`src/hdl/date_time_second_increment_unit_macros.svh`:
```
// Assertion macros shared by the date and time increment design
`ifndef DATE_TIME_SECOND_INCREMENT_UNIT_MACROS_SVH
`define DATE_TIME_SECOND_INCREMENT_UNIT_MACROS_SVH

// Same-cycle implication, sampled on clk and quiet during reset
`define DTSI_ASSERT_IMP(lbl, ante, cons, msg) \
    lbl: assert property (@(posedge clk) disable iff (!rst_n) (ante) |-> (cons)) \
        else $error(msg);

// Next-cycle implication, sampled on clk and quiet during reset
`define DTSI_ASSERT_NXT(lbl, ante, cons, msg) \
    lbl: assert property (@(posedge clk) disable iff (!rst_n) (ante) |=> (cons)) \
        else $error(msg);

`endif

```
`src/hdl/dtsi_pkg.sv`:
```
// Types, limits and month length lookup for the date and time increment unit
package dtsi_pkg;

    localparam int unsigned MonthW  = 4;
    localparam int unsigned DayW    = 5;
    localparam int unsigned YearW   = 14;
    localparam int unsigned HourW   = 5;
    localparam int unsigned MinuteW = 6;
    localparam int unsigned SecondW = 6;
    localparam int unsigned DataW   = 40;
    localparam int unsigned UserW   = 1;

    localparam logic [MonthW-1:0]  MonthFirst = 4'd1;
    localparam logic [MonthW-1:0]  MonthLast  = 4'd12;
    localparam logic [MonthW-1:0]  MonthFeb   = 4'd2;
    localparam logic [DayW-1:0]    DayFirst   = 5'd1;
    localparam logic [YearW-1:0]   YearLast   = 14'd9999;
    localparam logic [HourW-1:0]   HourLast   = 5'd23;
    localparam logic [MinuteW-1:0] MinuteLast = 6'd59;
    localparam logic [SecondW-1:0] SecondLast = 6'd59;

    // floor(y / 100) = (y * Div100Mul) >> Div100Shift for every 14-bit y
    localparam int unsigned QuotW       = 8;
    localparam int unsigned Div100Shift = 19;
    localparam logic [12:0] Div100Mul   = 13'd5243;
    localparam logic [6:0]  Century     = 7'd100;

    typedef struct packed {
        logic [MonthW-1:0]  month;
        logic [DayW-1:0]    day;
        logic [YearW-1:0]   year;
        logic [HourW-1:0]   hour;
        logic [MinuteW-1:0] minute;
        logic [SecondW-1:0] second;
    } dt_fields_t;

    typedef struct packed {
        logic bad;
        logic sec_wrap;
        logic min_wrap;
        logic hour_wrap;
        logic day_last;
        logic dec;
        logic year_last;
    } dt_carry_t;

    function automatic logic [DayW-1:0] month_length(input logic [MonthW-1:0] m,
                                                     input logic leap);
        logic [DayW-1:0] len;
        case (m) inside
            4'd4, 4'd6, 4'd9, 4'd11: len = 5'd30;
            MonthFeb:                len = leap ? 5'd29 : 5'd28;
            default:                 len = 5'd31;
        endcase
        return len;
    endfunction

endpackage

```
`src/hdl/date_time_second_increment_unit.sv`:
```
// Throughput: one item per cycle; three register stages, each advancing when it is
// empty or the stage after it moves, so a stall at the output loses nothing.
// Stage one divides the year by 100, stage two decides range and carries, stage three
// builds the result. Reset (rst_n low, asynchronous) empties all stages.
module date_time_second_increment_unit (
    input  logic                        clk,
    input  logic                        rst_n,
    input  logic                        s_axis_tvalid,
    output logic                        s_axis_tready,
    // month[3:0] day[8:4] year[22:9] hour[27:23] minute[33:28] second[39:34]
    input  logic [dtsi_pkg::DataW-1:0]  s_axis_tdata,
    output logic                        m_axis_tvalid,
    input  logic                        m_axis_tready,
    // month[3:0] day[8:4] year[22:9] hour[27:23] minute[33:28] second[39:34]
    output logic [dtsi_pkg::DataW-1:0]  m_axis_tdata,
    // bad_input[0]
    output logic [dtsi_pkg::UserW-1:0]  m_axis_tuser
);
    import dtsi_pkg::*;
    `include "date_time_second_increment_unit_macros.svh"

    // Stage advance enables
    logic adv1, adv2, adv3;

    logic         v1_reg, v2_reg, v3_reg;
    dt_fields_t   s1_reg, s2_reg;
    logic [QuotW-1:0] q1_reg;
    logic         basic_bad1_reg;
    dt_carry_t    c2_reg;
    logic [DataW-1:0] out_data_reg;
    logic             out_bad_reg;

    dt_fields_t   in_fields;
    logic [YearW+12:0] q_prod;
    logic [QuotW-1:0]  q1_next;
    logic         basic_bad1_next;

    logic [YearW-1:0] rem2;
    logic         leap2;
    logic [DayW-1:0]  mlen2;
    dt_carry_t    c2_next;

    dt_fields_t   o3;
    logic [DataW-1:0] out_data_next;

    assign adv3 = !v3_reg || m_axis_tready;
    assign adv2 = !v2_reg || adv3;
    assign adv1 = !v1_reg || adv2;
    assign s_axis_tready = adv1;

    // Stage one: unpack, coarse range checks, reciprocal multiply for year / 100
    always_comb
    begin
        in_fields.month  = s_axis_tdata[3:0];
        in_fields.day    = s_axis_tdata[8:4];
        in_fields.year   = s_axis_tdata[22:9];
        in_fields.hour   = s_axis_tdata[27:23];
        in_fields.minute = s_axis_tdata[33:28];
        in_fields.second = s_axis_tdata[39:34];
        q_prod  = (YearW+13)'(in_fields.year) * (YearW+13)'(Div100Mul);
        q1_next = q_prod[Div100Shift +: QuotW];
        basic_bad1_next = (in_fields.month < MonthFirst) || (in_fields.month > MonthLast) ||
                          (in_fields.year > YearLast) || (in_fields.hour > HourLast) ||
                          (in_fields.minute > MinuteLast) || (in_fields.second > SecondLast);
    end

    // Stage two: leap rule, month length, day check and carry flags
    always_comb
    begin
        rem2  = s1_reg.year - (YearW'(q1_reg) * YearW'(Century));
        leap2 = ((s1_reg.year[1:0] == 2'd0) && (rem2 != '0)) ||
                ((rem2 == '0) && (q1_reg[1:0] == 2'd0));
        mlen2 = month_length(s1_reg.month, leap2);
        c2_next.bad       = basic_bad1_reg || (s1_reg.day < DayFirst) || (s1_reg.day > mlen2);
        c2_next.sec_wrap  = (s1_reg.second == SecondLast);
        c2_next.min_wrap  = (s1_reg.minute == MinuteLast);
        c2_next.hour_wrap = (s1_reg.hour == HourLast);
        c2_next.day_last  = (s1_reg.day == mlen2);
        c2_next.dec       = (s1_reg.month == MonthLast);
        c2_next.year_last = (s1_reg.year == YearLast);
    end

    // Stage three: apply the carries, zero the data word on bad input
    always_comb
    begin
        o3 = s2_reg;
        if (c2_reg.sec_wrap)
        begin
            o3.second = '0;
            if (c2_reg.min_wrap)
            begin
                o3.minute = '0;
                if (c2_reg.hour_wrap)
                begin
                    o3.hour = '0;
                    if (!c2_reg.day_last)
                    begin
                        o3.day = s2_reg.day + DayW'(1);
                    end
                    else
                    begin
                        o3.day = DayFirst;
                        if (c2_reg.dec)
                        begin
                            o3.month = MonthFirst;
                            o3.year  = c2_reg.year_last ? '0 : s2_reg.year + YearW'(1);
                        end
                        else
                        begin
                            o3.month = s2_reg.month + MonthW'(1);
                        end
                    end
                end
                else
                begin
                    o3.hour = s2_reg.hour + HourW'(1);
                end
            end
            else
            begin
                o3.minute = s2_reg.minute + MinuteW'(1);
            end
        end
        else
        begin
            o3.second = s2_reg.second + SecondW'(1);
        end
        if (c2_reg.bad)
        begin
            out_data_next = '0;
        end
        else
        begin
            out_data_next = {o3.second, o3.minute, o3.hour, o3.year, o3.day, o3.month};
        end
    end

    always_ff @(posedge clk or negedge rst_n)
    begin
        if (!rst_n)
        begin
            v1_reg <= 1'b0;
            v2_reg <= 1'b0;
            v3_reg <= 1'b0;
        end
        else
        begin
            if (adv1)
            begin
                v1_reg <= s_axis_tvalid;
            end
            if (adv2)
            begin
                v2_reg <= v1_reg;
            end
            if (adv3)
            begin
                v3_reg <= v2_reg;
            end
        end
    end

    // Payload: hold while the stage waits
    always_ff @(posedge clk)
    begin
        if (adv1)
        begin
            s1_reg         <= in_fields;
            q1_reg         <= q1_next;
            basic_bad1_reg <= basic_bad1_next;
        end
        if (adv2)
        begin
            s2_reg <= s1_reg;
            c2_reg <= c2_next;
        end
        if (adv3)
        begin
            out_data_reg <= out_data_next;
            out_bad_reg  <= c2_reg.bad;
        end
    end

    assign m_axis_tvalid = v3_reg;
    assign m_axis_tdata  = out_data_reg;
    assign m_axis_tuser  = out_bad_reg;

    `DTSI_ASSERT_IMP(a_bad_zero, m_axis_tvalid && m_axis_tuser[0], m_axis_tdata == '0,
        "bad input transfer carries non-zero data")
    `DTSI_ASSERT_IMP(a_sec_range, m_axis_tvalid, m_axis_tdata[39:34] <= SecondLast,
        "second out of range on output")
    `DTSI_ASSERT_IMP(a_full_stall, !s_axis_tready, v1_reg && v2_reg && v3_reg,
        "input stalled while a stage is empty")
    `DTSI_ASSERT_NXT(a_mid_hold, v2_reg && v3_reg && !m_axis_tready, v2_reg,
        "stage two item dropped during output stall")

endmodule

```
`config.mk`:
```
export PLATFORM = sky130hd
export DESIGN_NAME = date_time_second_increment_unit
export DESIGN_NICKNAME = d
export VERILOG_FILES = /design/src/hdl/dtsi_pkg.sv /design/src/hdl/date_time_second_increment_unit.sv
export VERILOG_INCLUDE_DIRS = /design/src /design/src/hdl
export SDC_FILE = /design/constraint.sdc
export NUM_CORES = 1
export LEC_CHECK = 0
export ABC_CLOCK_PERIOD_IN_PS = 4850
export BUFFER_PORTS_ARGS = -buffer_cell sky130_fd_sc_hd__buf_2
export CORE_MARGIN = 2
export CORE_UTILIZATION = 40
export DETAILED_ROUTE_END_ITERATION = 8
export SYNTH_ARGS = -nofsm -noshare
export SYNTH_HDL_FRONTEND = slang
export SYNTH_SLANG_ARGS = --single-unit
```
`constraint.sdc`:
```
create_clock -name clk -period 4.85 [get_ports clk]
set_input_delay 0.97 -clock clk [delete_from_list [all_inputs] [get_ports clk]]
set_output_delay 0.97 -clock clk [all_outputs]
set_load 0.005 [all_outputs]
```
# After elaboration in Yosys (flattened, before gate mapping)
# Cells that the tools add are included.
# classes
add_sub_neg,7
multipliers,2
n_div,0
magnitude_cmp,8
eq_ne,11
shift,0
n_mux,14
bitwise_logic,0
n_reduce_logical,22
# op_table
operator,count
$mux W14,3
$mux W34,1
$mux W28,1
$mul A14 B13 Y27 const B,1
$mux W23,1
$add A14 B1 Y14 const B,1
$eq A14 B14 Y1 const B,1
$gt A14 B14 Y1 const B,1
$logic_not A14 Y1,1
$reduce_bool A14 Y1,1
$sub A14 B14 Y14,1
$add A6 B1 Y6 const B,2
$eq A4 B4 Y1 const B,3
$eq A6 B6 Y1 const B,2
$gt A6 B6 Y1 const B,2
$mul A8 B5 Y12 const B,1
$logic_or A1 B1 Y1,11
$add A5 B1 Y5 const B,2
$mux W5,2
$eq A4 B3 Y1 const B,2
$mux W4,2
$mux W6,1
$eq A5 B5 Y1,1
$eq A5 B5 Y1 const B,1
other kinds (14),19
# word_totals
reg_bits,140
latch_bits,0
ram_bits,0
mem_bits_ro,0
out_inout_bits,43
elab_cells,91
n_memories,0

# Logic depth before layout (Yosys ltp)
# Gate-level depths: netlist of run 1.
# depth
word_depth,10
mapped_depth,24

# Worst setup path before layout of run 1
# Ideal clock, no wire load.
# synth_timing
path_kind,input port to flip-flop
from,input s_axis_tdata[17] in the netlist's numbering
to,"register q1_reg[7], data pin"
setup_ps,195
arrival_ps,5106
setup_slack_ps,-451
stages,17
path_buffers,0
path_cell_list,ha_1 > inv_1 > fa_1 > inv_1 > fa_1 > inv_1 > fa_1 > fa_1 > inv_1 > ha_1 > a21oi_1 > and2_1 > a221o_2 > a21oi_1 > a31o_2 > mux2_2 > o311ai_0
# synth_via
elab_chain_cells,1
# synth_rtl
item,line,text
start: declaration,date_time_second_increment_unit.sv:11,"input logic [dtsi_pkg::DataW-1:0] s_axis_tdata,"
$mul A14 B13 Y27,date_time_second_increment_unit.sv:60,q_prod = (YearW+13)'(in_fields.year) * (YearW+13)'(Div100Mul);
net q_prod[26],date_time_second_increment_unit.sv:34,logic [YearW+12:0] q_prod;
end signal: assignment,date_time_second_increment_unit.sv:169,q1_reg <= q1_next;
end: declaration,date_time_second_increment_unit.sv:27,logic [QuotW-1:0] q1_reg;
# The timed path passes the listed nets, and every way through them passes these cells.
# A chain may end at the register's enable or synchronous reset.

# Final worst setup path of run 1
# layout_timing
from,input s_axis_tdata[16] in the netlist's numbering
to,"register q1_reg[7], data pin"
# Same word-level chain as after synthesis.

==> results of run 1 <==
-- kinds of logic after synthesis --
group | Yosys count
simple gates | 223
fa+ha+maj | 215
buf+inv | 148
flops | 140
compound gates | 123
xor+xnor | 34
mux | 4
-- synth_stat cells, drive strengths merged (13+ instances only) --
library cell and number:
xnor2 16, nor3 13, o21ai 31, nand2 62, edfxtp 137, a21oi 38, nand3 16, ha 149
nand4 21, xor2 18, fa 66, nor2 51, inv 137
-- worst max-delay path by stage --
stage / startpoint / endpoint / slack [ns]
after floorplan: s_axis_tdata[19] / q1_reg[7]$_DFFE_PP_ / -0.18
after global placement: s_axis_tdata[17] / q1_reg[7]$_DFFE_PP_ / -0.51
after detailed placement: s_axis_tdata[17] / q1_reg[7]$_DFFE_PP_ / -0.58
after CTS: s_axis_tdata[17] / q1_reg[7]$_DFFE_PP_ / -0.05
after global routing: q1_reg[3]$_DFFE_PP_ / c2_reg[6]$_DFFE_PP_ / -0.25
final: s_axis_tdata[16] / q1_reg[7]$_DFFE_PP_ / -0.01
-- layout make-up --
class / instances / share of cell area
timing repair buffer: 196 / 0.104
sequential: 140 / 0.322
inverter: 137 / 0.0398
clock buffer: 17 / 0.0327
multi-input combinational: 599 / 0.459
tap: 330 / 0.0317
clock inverter: 14 / 0.0111
-- metrics by stage --
stage / std cells / setup slack [ns] / instance area (µm²) / utilization
finish: 1433 / -0.0130 / 13000 / 0.520
global route: 1433 / -0.250 / 13000 / 0.520
CTS: 1429 / -0.0517 / 12600 / 0.505
detailed placement: 1395 / -0.582 / 11900 / 0.473
global placement: 1395 / -0.512 / 11900 / 0.473
floorplan: 887 / -0.183 / 10300 / -
-- worst reg2reg max path, cell delays in order (launching register included) --
cell and delay [ns]:
edfxtp_1 0.46, buf_6 0.16, ha_4 0.16, ha_4 0.23
fa_1 0.55, ha_4 0.22, nor2b_1 0.13, o21ai_1 0.13
nand2b_1 0.09, a21o_1 0.18, a21oi_2 0.13, xor2_1 0.18
ha_1 0.29, buf_4 0.17, nand2b_1 0.08, nor2_1 0.06
a2111oi_2 0.36, nand3_1 0.14, nor4_2 0.14, a31oi_1 0.12
ha_1 0.30, nand2_2 0.05, o21ai_1 0.07, o21ai_1 0.08
-- routing by layer --
layer / vias up / routed length, µm
met3: 22 / 645
met1: 3319 / 9880
met2: 109 / 10800
met4: 0 / 207
li1: 3523 / -
met5: - / 0
-- timing repair --
action	4_1_cts	5_1_grt
setup endpoints to repair	8	9
gates resized for setup	44	75
cloned	0	0
hold buffers	0	0
setup buffers	3	4
pin swaps	36	41
==> impl_metrics.ini, run 1 <==
[critical_path]
path_class = in -> reg
cp-start-kind = input port
reg2reg_depth = 23
path_max_fanout = 6
cp_common_cell = fa_1
slowest_stage = fa_1
cp_cell_sequence = buf_12 > fa_1 > ha_2 > inv_2 > fa_1 > inv_2 > fa_1 > fa_1 > ha_4 > and3_4 > nand4_1 > a221o_2 > a21oi_4 > a31o_4 > mux2_4 > o311ai_4
crit_path_max_incr_delay_ns = 0.54
ff2ff_setup_slack_ns = 0.11
r2r-end = c2_reg[6]$_DFFE_PP_
reg2reg_from = q1_reg[2]$_DFFE_PP_
end_kind = register
crit_required_ns = 5.09
cp_num_buf_inv = 3
cp.arrival_ns = 5.11
critPathTopFamily = adder cells
cp.depth = 16

[clock_tree]
cts_sinks = 140
cts.clk_slew.worst_paths_ns = 0.06
cts_tree = built
cts-buffers-inserted = 17
clockBufferDepth = 2
cts-root-buf = clkbuf_16
htree_levels = 4
insertion_delay_ns = 0.42

[die]
num_rows = 58
io_pins = 87
die_w_um = 163
core_area_um2 = 25000
die_h_um = 163
die_area_um2 = 26700
start_util = 0.406

[detailed_routing]
avgViaCountPerCell = 4.87
drc = 0
vias = 6973
wl_mm = 21.6
dr.pass1.iters = 5
wl_per_cell_um = 15.0
first_iter_violations = 410
ant_nets = 0

[layout]
drive_above_1_share = 0.287
multi_input_area_um2 = 5980
final_common_cell = edfxtp_1
finalNetCount = 1350
fillers = 2217
area_growth_pct = 28.1
antennaDiodeCount = 0
seqCellArea_um2 = 4190
final_cell_mix = edfxtp_1, inv_1, ha_1

[timing]
rsz0062_at_grt = yes
clock_skew_ns = 0.00691
final-hold-violation-count = 0
maxSlewHeadroom = 0.353
setup_tns_ns = -0.0130
maxSlewViolCount = 0
setup_slack_ns = -0.0130
whs_ns = 0.337
finalCritPeriodShare = 1.00
worstMarginPinSlew_ns = 0.970
final.min_clock_period_ns = 4.86
fmax_ghz = 0.206
setup_violations = 1

[global_routing]
grt_pass1_vias = 6821
grt-ovfl-total = 0
grt_pass1_wl_mm = 34.6
use_met1 = 0.225
grt_busiest_layer = met2
grt_antenna_before_repair = 0
grt.total_usage = 0.168
grt_max_degree = 51
use_met2 = 0.285
grtUsageMet3 = 0.0305

[yosys]
async_flop_share = 0.0214
synth_cell_type_count = 57
synth-adder-area-share = 0.313
synth_top_cell_area_share = 0.405
synth_top_family_by_area = adder cells
synth_area_leaders = edfxtp_1, ha_1, fa_1
syn_area_um2 = 10200
synthCells = 887
synth_ff_type = edfxtp_1
synth-compound-area-share = 0.0768
synth_xor_area_frac = 0.0293
yosysWarnings = 0
ys_ff_latch = 140
synth-simple-area-share = 0.110
synth_edf_count = 137
synth-seq-area-share = 0.412
synth_area_leader_cell = edfxtp_1
syn-num-nets = 1146
syn-mean-instance-area_um2 = 11.5
muxShareOfSynthArea = 0.00406

[outcome]
status = finished with violations
violations = negative setup slack

[worst_hold_path]
hold_class = in -> async

[placement]
io_buffer_count = 86
place_congestion = 0.953
place.detailed.hpwl_mm = 17.4

[flow_run]
cap_violations = 0
Power of run 1 is not shown: default switching activity piles up to over one toggle a cycle in this logic, so the estimate is an artifact.
==> run 2, diff against run 1 <==
Settings changed: CELL_PAD_IN_SITES_DETAIL_PLACEMENT set to 0, CELL_PAD_IN_SITES_GLOBAL_PLACEMENT set to 1, CORE_ASPECT_RATIO set to 1.2, PLACE_DENSITY_LB_ADDON set to 0.1, RECOVER_POWER set to 25.
==> run 2 against run 1 <==
Net effect: the flow still finishes with violations (negative setup slack); clock skew increased by 0.0035 ns; non-clock buffer count decreased by 4; global-route usage increased by 0.79 points; maximum frequency decreased by 1.7%; utilization increased by 0.37 points; sequential cell count unchanged; via count increased by 0.76%; hold slack improved by 0.0074 ns; final cell count decreased by 0.49%; routed wire length increased by 2.6%; register-to-register slack got worse by 0.04 ns; critical endpoint unchanged; highest routed layer unchanged.
==> impl_metrics.ini, run 2 (synthesis results as in run 1) <==
[critical_path]
slowest_stage = fa_1
ff2ff_setup_slack_ns = 0.07
path_class = in -> reg
crit_path_max_incr_delay_ns = 0.54
cp_num_buf_inv = 3
cp_cell_sequence = buf_6 > ha_4 > inv_2 > fa_2 > fa_1 > inv_2 > fa_1 > fa_1 > ha_4 > and3_4 > nand4_1 > a221o_2 > a21oi_4 > a31o_4 > mux2_4 > o311ai_4
crit_required_ns = 5.09
cp.arrival_ns = 5.19
cp-start-kind = input port
path_max_fanout = 6
cp_common_cell = fa_1
critPathTopFamily = adder cells
end_kind = register

[die]
core_area_um2 = 24800
die_h_um = 179
die_area_um2 = 26700
die_w_um = 150
start_util = 0.409
num_rows = 63
io_pins = 87

[detailed_routing]
avgViaCountPerCell = 4.93
wl_per_cell_um = 15.5
wl_mm = 22.1
drc = 0
vias = 7026
first_iter_violations = 265
dr.pass1.iters = 6
ant_nets = 0

[layout]
final_cell_mix = edfxtp_1, inv_1, ha_1
finalNetCount = 1346
final_core_util = 0.524
fin_cells = 1426
fillers = 2217
final_common_cell = edfxtp_1
area_growth_pct = 28.0
drive_above_1_share = 0.275

[timing]
setup_violations = 2
finalCritPeriodShare = 1.02
maxSlewViolCount = 0
setup_slack_ns = -0.0987
final-hold-violation-count = 0
final.min_clock_period_ns = 4.95
fmax_ghz = 0.202
rsz0062_at_grt = yes
worstMarginPinSlew_ns = 1.06
maxSlewHeadroom = 0.295
clock_skew_ns = 0.0104

[clock_tree]
cts_sinks = 140
clockBufferDepth = 2
insertion_delay_ns = 0.42
htree_levels = 4
cts-buffers-inserted = 17
cts-root-buf = clkbuf_16
cts.clk_slew.worst_paths_ns = 0.06
cts_tree = built

[outcome]
status = finished with violations
violations = negative setup slack

[placement]
dpl.cell_count = 1388
place_congestion = 0.837
io_buffer_count = 86
place.detailed.hpwl_mm = 18.0

[global_routing]
grt_pass1_vias = 7248
grt_max_degree = 51
grt_antenna_before_repair = 1
grt.total_usage = 0.176
grt-ovfl-total = 0
grt_pass1_wl_mm = 35.9

[worst_hold_path]
hold_class = in -> async

[flow_run]
cap_violations = 0
[run 2: cell types whose count changed in the layout (fill, tap and decap cells not counted), sizes merged]
cell / delta
clkinv: +2
diode: +1
clkinvlp: +1
clkbuf: +16
inv: -2
buf: -20
[run 2: stage by stage]
stage | setup slack (ns) | hold slack (ns) | instance area, µm² | setup TNS (ns)
global route | -0.169 | 0.341 | 13000 | -0.693
finish | -0.0987 | 0.345 | 13000 | -0.137
global placement | -0.633 | 0.432 | 11800 | -4.75
CTS | -0.0991 | 0.309 | 12700 | -0.182
floorplan | -0.183 | 0.417 | 10300 | -0.320
detailed placement | -0.616 | 0.432 | 11800 | -4.68
[run 2: what timing repair did]
action                                 4_1_cts  5_1_grt
hold buffers                                 0        0
buffers inserted                             5        1
pin swaps                                   45       59
gates resized for setup                     61       65
setup endpoints to repair                    8        9
endpoints found under the hold margin        0        0
[run 2: worst paths after layout]
check | depth (start not counted) | to | start
max | 16 | q1_reg[7]$_DFFE_PP_ | s_axis_tdata[20]
min | 1 | v1_reg$_DFFE_PN0P_ | rst_n
max reg2reg | 22 | c2_reg[6]$_DFFE_PP_ | q1_reg[2]$_DFFE_PP_
min reg2reg | 0 | s2_reg[2]$_DFFE_PP_ | s1_reg[2]$_DFFE_PP_
max in group asynchronous | 1 | v2_reg$_DFFE_PN0P_ | rst_n
min in group clk | 0 | s2_reg[2]$_DFFE_PP_ | s1_reg[2]$_DFFE_PP_
[run 2: cell type report]
class	instances	area, µm²	area share
multi-input combinational	599	5990	0.461
sequential	140	4190	0.322
timing repair buffer	192	1320	0.102
inverter	137	518	0.0398
clock buffer	17	425	0.0327
tap	325	407	0.0313
clock inverter	15	148	0.0114
antenna	1	2.50	0.000192
[run 2: per-layer routing]
metal / wire, µm / GRT usage / vias up
met5: 0 / 0 / -
met3: 658 / 0.0307 / 40
li1: - / - / 3515
met1: 9070 / 0.206 / 3349
met2: 11700 / 0.316 / 122
met4: 689 / 0.0738 / 0
Power of run 2 is left out for the same reason.
